--- src/design/prdf_pkg.sv ---
// Package for the proportional row duplicate finder: sizes, codes, types.
// No dependencies.
`timescale 1ns / 1ps
package prdf_pkg;
	localparam int MAX_ROWS = 64;
	localparam int MAX_COLS = 256;
	localparam int VALUE_BITS = 32;
	localparam int ROW_W = $clog2(MAX_ROWS);
	localparam int COL_W = $clog2(MAX_COLS);
	localparam int ADDR_W = ROW_W + COL_W;
	localparam int NROW_W = ROW_W + 1;
	localparam int NCOL_W = COL_W + 1;
	localparam int TOL_W = 31;
	localparam int CFG_W = 31;
	localparam int QDIV_W = 49;

	typedef enum logic [1:0] {
		ACT_LOAD = 2'd0,
		ACT_SKIP = 2'd1,
		ACT_SEARCH = 2'd2
	} action_t;

	typedef enum logic [1:0] {
		REG_ROWS = 2'd0,
		REG_COLS = 2'd1,
		REG_TOL = 2'd2
	} reg_idx_t;

	// search sequencer states
	typedef enum logic [3:0] {
		ST_CLR, ST_IDLE, ST_ROW, ST_RD, ST_WAIT, ST_EVAL, ST_DIV, ST_CMP, ST_EMIT, ST_FIN
	} search_state_t;

	// divider start/finish handshake
	typedef struct packed {
		logic start;
		logic signed [31:0] num;
		logic signed [31:0] den;
	} div_req_t;

	typedef struct packed {
		logic done;
		logic signed [31:0] quo;
	} div_rsp_t;
endpackage

--- src/design/prdf_div.sv ---
// Serial signed divider: saturated Q16.16 quotient (a*65536)/b, one bit a cycle.
// Depends on prdf_pkg.
`timescale 1ns / 1ps
module prdf_div (
	input logic clk,
	input logic arst_n,
	input prdf_pkg::div_req_t req,
	output prdf_pkg::div_rsp_t rsp
);
	import prdf_pkg::*;

	logic busy_q;
	logic [5:0] cnt_q;
	logic [QDIV_W-1:0] rem_q;
	logic [QDIV_W-1:0] quo_q;
	logic [QDIV_W-1:0] num_q;
	logic [31:0] den_q;
	logic neg_q;
	logic done_q;
	logic [QDIV_W:0] trial;
	logic [QDIV_W-1:0] rem_sh;
	logic [QDIV_W-1:0] quo_n;
	logic [QDIV_W:0] sq;

	// magnitudes of numerator and denominator; the numerator is scaled by 2^16 on start
	logic [31:0] an, bn;
	assign an = req.num[31] ? 32'(-req.num) : 32'(req.num);
	assign bn = req.den[31] ? 32'(-req.den) : 32'(req.den);

	assign rem_sh = {rem_q[QDIV_W-2:0], num_q[QDIV_W-1]};
	assign trial = {1'b0, rem_sh} - {{(QDIV_W-31){1'b0}}, den_q};
	assign quo_n = {quo_q[QDIV_W-2:0], ~trial[QDIV_W]};

	// shift-subtract loop
	always_ff @(posedge clk or negedge arst_n) begin
		if (!arst_n) begin
			busy_q <= 1'b0;
			done_q <= 1'b0;
			cnt_q <= '0;
		end else begin
			done_q <= 1'b0;
			if (req.start) begin
				busy_q <= 1'b1;
				cnt_q <= 6'(QDIV_W - 1);
			end else if (busy_q) begin
				cnt_q <= cnt_q - 6'd1;
				if (cnt_q == '0) begin
					busy_q <= 1'b0;
					done_q <= 1'b1;
				end
			end
		end
	end

	always_ff @(posedge clk) begin
		if (req.start) begin
			rem_q <= '0;
			quo_q <= '0;
			num_q <= {1'b0, an, 16'd0};
			den_q <= bn;
			neg_q <= req.num[31] ^ req.den[31];
		end else if (busy_q) begin
			rem_q <= trial[QDIV_W] ? rem_sh : trial[QDIV_W-1:0];
			quo_q <= quo_n;
			num_q <= {num_q[QDIV_W-2:0], 1'b0};
		end
	end

	// sign and saturate
	always_comb begin
		sq = neg_q ? -{1'b0, quo_q} : {1'b0, quo_q};
		rsp.done = done_q;
		if (!neg_q && quo_q > QDIV_W'(32'h7fffffff))
			rsp.quo = 32'sh7fffffff;
		else if (neg_q && quo_q > QDIV_W'(33'h80000000))
			rsp.quo = 32'sh80000000;
		else
			rsp.quo = sq[31:0];
	end
endmodule

--- config.mk ---
export PLATFORM = sky130hd
export DESIGN_NAME = prdf_div
export DESIGN_NICKNAME = d
export VERILOG_FILES = /design/src/design/prdf_pkg.sv /design/src/design/prdf_div.sv
export SDC_FILE = /design/constraint.sdc
export NUM_CORES = 1
export LEC_CHECK = 0
export BUFFER_PORTS_ARGS = -buffer_cell sky130_fd_sc_hd__buf_2
export CAP_MARGIN = 40
export CORE_ASPECT_RATIO = 0.9
export CORE_MARGIN = 10
export CORE_UTILIZATION = 35
export CTS_BUF_LIST = sky130_fd_sc_hd__clkbuf_8 sky130_fd_sc_hd__clkbuf_16
export DETAILED_ROUTE_END_ITERATION = 10
export GPL_ROUTABILITY_DRIVEN = 0
export PLACE_DENSITY = 0.58
export SYNTH_ARGS = -nofsm -noshare
export SYNTH_HDL_FRONTEND = slang
export SYNTH_SLANG_ARGS = --single-unit
--- constraint.sdc ---
create_clock -name clk -period 8.7 [get_ports clk]
set_input_delay 0.435 -clock clk [delete_from_list [all_inputs] [get_ports clk]]
set_output_delay 0.435 -clock clk [all_outputs]
set_load 0.01 [all_outputs]
==> results of run 1 <==
[worst paths after layout]
kind,slack (ns),end,depth (start not counted),start
worst min-delay path,0.28,den_q[0],1,req[0]
max in group asynchronous,8.10,busy_q,2,arst_n
worst max register to register,5.01,rem_q[39],10,den_q[18]
min in group asynchronous,0.41,cnt_q[2],2,arst_n
worst min register to register,0.48,rem_q[19],2,rem_q[19]
worst max-delay path,4.56,rsp[31],10,quo_q[6]
[state kept, by name, summed over array words and instances, names as in the netlist]
name,cells
busy_q,1
neg_q,1
cnt_q,6
quo_q,49
den_q,32
done_q,1
num_q,33
rem_q,48
[per-layer routing]
layer	part of all wire, %	up-vias	wire length [microns]	global-route usage (%)
met5	0	-	0	0
li1	-	4886	-	-
met4	1.0	0	294	3.51
met3	4.2	14	1170	2.65
met2	45	191	12600	21.9
met1	50	4522	14200	19.3
[layout by cell type (no fill, tap or decap), drive strengths merged, types with 27 or more instances in the layout]
cell type and instances:
xor2 65, a311oi 27, nand2 122, o31ai 32
dfxtp 98, xnor2 49, nor4 29, inv 63
or3 27, o21ai 95, edfxtp 65, a21oi 72
nor3 28, mux2i 54, ha 38, nor2 165
buf 111
[through the flow]
stage	total power, mW	cell area [sq um]
6_report	3.61	12700
3_3_place_gp	2.84	12000
4_1_cts	3.63	12700
5_1_grt	3.90	12700
3_5_place_dp	2.86	12100
2_1_floorplan	2.46	11300
[power breakdown]
group          switching [mW]  leakage [nW]  internal, mW  total, mW
sequential              0.123          1.55         0.978       1.10
clock                   0.353         0.270         0.400      0.752
combinational            1.06          3.56         0.702       1.76
total                    1.53          5.38          2.08       3.61
[cell families after synthesis]
kind of cell	count (synthesis)
muxes	54
adders and majority gates	39
buffers and inverters	135
xor gates and xnor gates	114
DFF	171
and+or+nand+nor	472
AOI/OAI and AO/OA	329
[final cells by class]
cell class,count,area share (%)
flip-flops and latches,171,32.5
inverters,56,1.66
repair buffers,112,5.06
clock buffers,17,3.36
clock inverters,15,1.11
multi-input cells,1008,52.2
well taps,416,4.11
[repair_timing]
item / CTS / global route
hold buffers: 1 / 0
gates resized for setup: 0 / 0
endpoints found under the hold margin: 8 / 0
buffers inserted: 0 / 0
==> results.json, run 1 <==
{
  "worstPathMaxFanout": 20,
  "synthAdderAreaFrac_pct": 4.38,
  "clk_transition_reported_paths_ns": 0.07,
  "number_of_h_tree_branching_levels": 4,
  "globalRouteOverflowTotal": 0,
  "synthesized_nets": 1420,
  "dr.pass1.iters": 5,
  "layout.core_utilization_pct": 39.7,
  "die_w_microns": 209,
  "number_of_standard_cell_rows_in_the_floorplan": 62,
  "synth_simple_gate_area_share_pct": 20.7,
  "slowest_stage": "sky130_fd_sc_hd__or4_4",
  "grt_start_max_net_pins": 81,
  "max_slew.worst_pin.slew_ns": 0.850,
  "die_area_sq_um": 39900,
  "setup_viol": 0,
  "initialDrtViolationCount": 624,
  "synth_edf_count": 65,
  "clock_latency_ns": 0.44,
  "ys_seq_elements": 171,
  "place_ws_ns": 5.02,
  "synth_top_cells_by_count": "164 x sky130_fd_sc_hd__nor2_1, 111 x sky130_fd_sc_hd__nand2_1, 98 x sky130_fd_sc_hd__dfxtp_1",
  "final_net_count": 1472,
  "finalHoldViolCount": 0,
  "timing.clock.skew_ns": 0.0185,
  "fin_cells": 1795,
  "clock_tree.buffer_depth": 2,
  "synthMuxAreaShare_pct": 4.78,
  "power.static_leakage_nw": 5.38,
  "grt_first_pass_wirelength_microns": 47200,
  "grt_antenna_before_repair": 0,
  "crit_chain": "or4_4, nor3_4, nand4b_2, or4_1, or4_4, nor4_4, nor2_2, buf_8, o21a_1, buf_2",
  "period_share_pct": 47.6,
  "crit_path_frequent_cell": "sky130_fd_sc_hd__or4_4",
  "async_reset_ff_share_pct": 4.68,
  "tritoncts": "done",
  "leading_cell_types_by_total_area_after_synthesis": "sky130_fd_sc_hd__dfxtp_1 17%, sky130_fd_sc_hd__edfxtp_1 17%, sky130_fd_sc_hd__nor2_1 5.4%, sky130_fd_sc_hd__xor2_1 5.0%, sky130_fd_sc_hd__mux2i_1 4.8%",
  "worst_hold_slack_ns": 0.282,
  "synth_flop_cell": "sky130_fd_sc_hd__dfxtp_1",
  "clock_tree_root": "sky130_fd_sc_hd__clkbuf_16",
  "synthesis.instances": 1314,
  "holdCritPathClass": "input port to flop",
  "run_status": "complete, no violations",
  "gr-usage-all-layers_pct": 14.0,
  "final_layout_size_suffix_gt1_share_pct": 13.4,
  "critPathTopFamily": "simple AND/OR/NAND/NOR gates",
  "vdd_ir_drop_max_mv": 0.160,
  "area_growth_syn_to_layout_pct": 12.0,
  "yosysSeqAreaShare_pct": 36.4,
  "avgSynthCellArea_sq_um": 8.61,
  "clock_sinks": 171,
  "cellPowerDensity_nw_per_um2": 285,
  "wl_per_cell_microns": 15.7,
  "setup_ws_ns": 4.56,
  "nFillCells": 3230,
  "slew_violations": 0,
  "combinational_family_with_the_most_area_after_synthesis": "simple AND/OR/NAND/NOR gates",
  "timing.critical_path.slowest_cell_delay_ns": 0.60,
  "relSlewSlack_pct": 42.8,
  "layout.area.seq_sq_um": 4120,
  "share_of_the_synthesized_area_in_compound_gates_ao_oa_aoi_oai_pct": 19.8,
  "worstSetupStartpointType": "flop",
  "synth.yosys.warnings": 0,
  "drcViolationCount": 0,
  "antenna-diode-count": 0,
  "port_buffers": 99,
  "ys_types": 79,
  "floorplan.die.height_microns": 191,
  "grt_setup_unrepaired": "false",
  "num_io_pins": 100,
  "timing.setup.critical_path_class": "flop to output port",
  "via_count_of_the_first_global_routing_pass": 9216,
  "synth_top_area_cell": "sky130_fd_sc_hd__dfxtp_1",
  "cts_made_buffers": 17,
  "post-synth-top-count-cell": "sky130_fd_sc_hd__nor2_1",
  "synthDominantCellAreaShare_pct": 17.3,
  "netlist_area_sq_um": 11300,
  "total_number_of_vias": 9613,
  "start_util_pct": 35.5,
  "crit_path_end_kind": "output port",
  "max_freq_mhz": 242,
  "routed_wl_microns": 28300,
  "xor_xnor_portion_of_the_synthesized_cell_area_pct": 8.83,
  "final_period_minus_worst_setup_slack_ns": 4.14,
  "final.setup.tns_ns": 0,
  "core_area_sq_um": 31900,
  "timing.critical_path.required_ns": 8.27,
  "critical_path_buf_inv_count": 2,
  "worst-endpoint-arrival_ns": 3.70,
  "max_cap_viol_count": 0,
  "drt-vias-per-instance": 5.36,
  "dpl.hpwl_microns": 20600,
  "final_antenna_net_count": 0,
  "multiInputGateArea_sq_um": 6620,
  "post-place-cells": 1762
}
No activity file was read; power rests on OpenSTA's default activity.
==> inputs of run 2 (changes only) <==
--- a/config.mk
+++ b/config.mk
@@ -13,7 +13,7 @@
 export CTS_BUF_LIST = sky130_fd_sc_hd__clkbuf_8 sky130_fd_sc_hd__clkbuf_16
 export DETAILED_ROUTE_END_ITERATION = 10
 export GPL_ROUTABILITY_DRIVEN = 0
-export PLACE_DENSITY = 0.58
+export PLACE_DENSITY = 0.59
 export SYNTH_ARGS = -nofsm -noshare
 export SYNTH_HDL_FRONTEND = slang
 export SYNTH_SLANG_ARGS = --single-unit
==> constraint.sdc (replaced) <==
create_clock -name clk -period 3.4 [get_ports clk]
set_input_delay 0.17 -clock clk [delete_from_list [all_inputs] [get_ports clk]]
set_output_delay 0.17 -clock clk [all_outputs]
set_load 0.01 [all_outputs]
==> run 2 against run 1 <==
Compared with the run above: sequential power grew to 2.5 times the previous value; routed wire length grew 5.1%; non-clock buffer count increased by 56; first-iteration DRC count rose by 4.5%; final cell count grew 3.1%; cell area grew 4.7%; largest cell class unchanged; register-to-register slack got worse by 4.9 ns; highest routed layer unchanged; sequential share of layout area is 1.4 points lower; the run now ends with setup timing left; flip-flop and latch count did not move; via count up 2.9%; clock skew increased by 0.0029 ns; global-route usage up 0.57 points.
==> results.json, run 2 (synthesized netlist as in run 1, its figures left out) <==
{
  "final_antenna_net_count": 0,
  "num_io_pins": 100,
  "layout.core_utilization_pct": 41.6,
  "globalRouteOverflowTotal": 0,
  "gr-usage-all-layers_pct": 14.6,
  "worst-r2r-setup-slack_ns": 0.12,
  "cts_made_buffers": 17,
  "worst_hold_slack_ns": 0.0159,
  "layout_commonest_cell": "sky130_fd_sc_hd__nor2_1",
  "largest_register": "quo_q",
  "clock_sinks": 171,
  "topRoutingLayerUsed": "met4",
  "crit_chain": "or4_4, nor3_4, nand4b_4, or4_4, or4_4, nor4_4, nor2_4, buf_8, o21a_1, buf_2",
  "crit_path_end_kind": "output port",
  "max_freq_mhz": 278,
  "place_ws_ns": 0.0499,
  "final_layout_size_suffix_gt1_share_pct": 18.5,
  "via_count_of_the_first_global_routing_pass": 9698,
  "wl_per_cell_microns": 16.0,
  "crit_path_frequent_cell": "sky130_fd_sc_hd__or4_4",
  "timing.clock.skew_ns": 0.0214,
  "worst-endpoint-arrival_ns": 3.43,
  "critPathTopFamily": "simple AND/OR/NAND/NOR gates",
  "number_of_standard_cell_rows_in_the_floorplan": 62,
  "final_net_count": 1528,
  "wl_met3_microns": 1070,
  "max_slew.worst_pin.slew_ns": 0.776,
  "port_buffers": 99,
  "worstPathMaxFanout": 10,
  "core_area_sq_um": 31900,
  "clock_tree.buffer_depth": 2,
  "run_status": "complete, but fails checks",
  "holdCritPathClass": "input port to flop",
  "vdd_ir_drop_max_mv": 0.479,
  "timing.critical_path.required_ns": 3.23,
  "critical_path_buf_inv_count": 2,
  "clock_latency_ns": 0.45,
  "area_growth_syn_to_layout_pct": 17.3,
  "antenna-diode-count": 0,
  "max_cap_viol_count": 0,
  "worstSetupStartpointType": "flop",
  "total_number_of_vias": 9891,
  "cellPowerDensity_nw_per_um2": 747,
  "final_period_minus_worst_setup_slack_ns": 3.60,
  "dpl.hpwl_microns": 21700,
  "initialDrtViolationCount": 652,
  "grt_first_pass_wirelength_microns": 49100,
  "grt_antenna_before_repair": 0,
  "dr.pass1.iters": 5,
  "routedLengthMet1_microns": 14800,
  "largest_register_ffs": 49,
  "clock_tree_root": "sky130_fd_sc_hd__clkbuf_16",
  "die_w_microns": 209,
  "layout.area.seq_sq_um": 4120,
  "nFillCells": 3216,
  "start_util_pct": 35.5,
  "floorplan.die.height_microns": 191,
  "relSlewSlack_pct": 48.3,
  "multiInputGateArea_sq_um": 6730,
  "drcViolationCount": 0,
  "timing.critical_path.slowest_cell_delay_ns": 0.55,
  "slew_violations": 0,
  "slowest_stage": "sky130_fd_sc_hd__or4_4",
  "setup_ws_ns": -0.195,
  "timing.setup.critical_path_class": "flop to output port",
  "drt-vias-per-instance": 5.34,
  "grt_start_max_net_pins": 102,
  "reg.largest.list": "quo_q (49), rem_q (48), num_q (33)",
  "die_area_sq_um": 39900,
  "number_of_h_tree_branching_levels": 4,
  "setup_viol": 32,
  "wl_met2_microns": 13500,
  "power.static_leakage_nw": 5.72,
  "grt_setup_unrepaired": "true",
  "finalHoldViolCount": 0,
  "tritoncts": "done",
  "routed_wl_microns": 29700,
  "period_share_pct": 106,
  "violated_checks": "setup timing",
  "clk_transition_reported_paths_ns": 0.07,
  "commonest_cells_after_routing_fill_and_taps_aside": "163 x sky130_fd_sc_hd__nor2_1, 111 x sky130_fd_sc_hd__nand2_1, 98 x sky130_fd_sc_hd__buf_2"
}
run 2: area by class of cell:
| cell class | count | area share (%) |
|---|---|---|
| Sequential cell | 171 | 31.1 |
| Clock buffer | 17 | 3.21 |
| Clock inverter | 15 | 1.18 |
| Inverter | 56 | 1.58 |
| Timing Repair Buffer | 168 | 8.33 |
| Tap cell | 416 | 3.92 |
| Multi-Input combinational cell | 1008 | 50.7 |
run 2: what timing repair did:
| item | in CTS | in global routing |
|---|---|---|
| buffers inserted | 3 | 1 |
| gates resized for setup | 11 | 20 |
| setup endpoints to repair | 33 | 37 |
| cloned | 1 | 0 |
| pin swaps | 7 | 5 |
| endpoints found under the hold margin | 8 | 0 |
| hold buffers | 1 | 0 |
run 2: path summary, 6_finish.rpt:
path / from / to / cells past startpoint
hold reg to reg: rem_q[23] / rem_q[23] / 2
hold / removal: req[0] / den_q[0] / 1
min in group asynchronous: arst_n / cnt_q[0] / 2
setup reg to reg: den_q[18] / rem_q[35] / 11
max in group asynchronous: arst_n / busy_q / 2
setup / recovery: quo_q[6] / rsp[31] / 10
run 2: metal layers:
layer	vias to the layer above	global-route usage [%]
met5	-	0
met4	0	4.09
met3	23	2.49
met2	175	23.1
met1	4696	19.9
li1	4997	-
run 2: power breakdown:
| group | internal, mW | switching (mW) | leakage (nW) |
|---|---|---|---|
| combinational | 2.22 | 2.92 | 3.89 |
| clock | 1.04 | 0.947 | 0.277 |
| sequential | 2.50 | 0.288 | 1.55 |
| total | 5.76 | 4.15 | 5.72 |
run 2: through the flow:
step | total power, mW | cells | area (sq um) | setup TNS, ns
detailed placement | 7.80 | 1813 | 12500 | 0
floorplan | 6.30 | 1314 | 11300 | 0
global placement | 7.76 | 1811 | 12500 | 0
CTS | 9.88 | 1850 | 13200 | -6.75
global route | 10.6 | 1851 | 13300 | -10.06
finish | 9.91 | 1851 | 13300 | -5.13
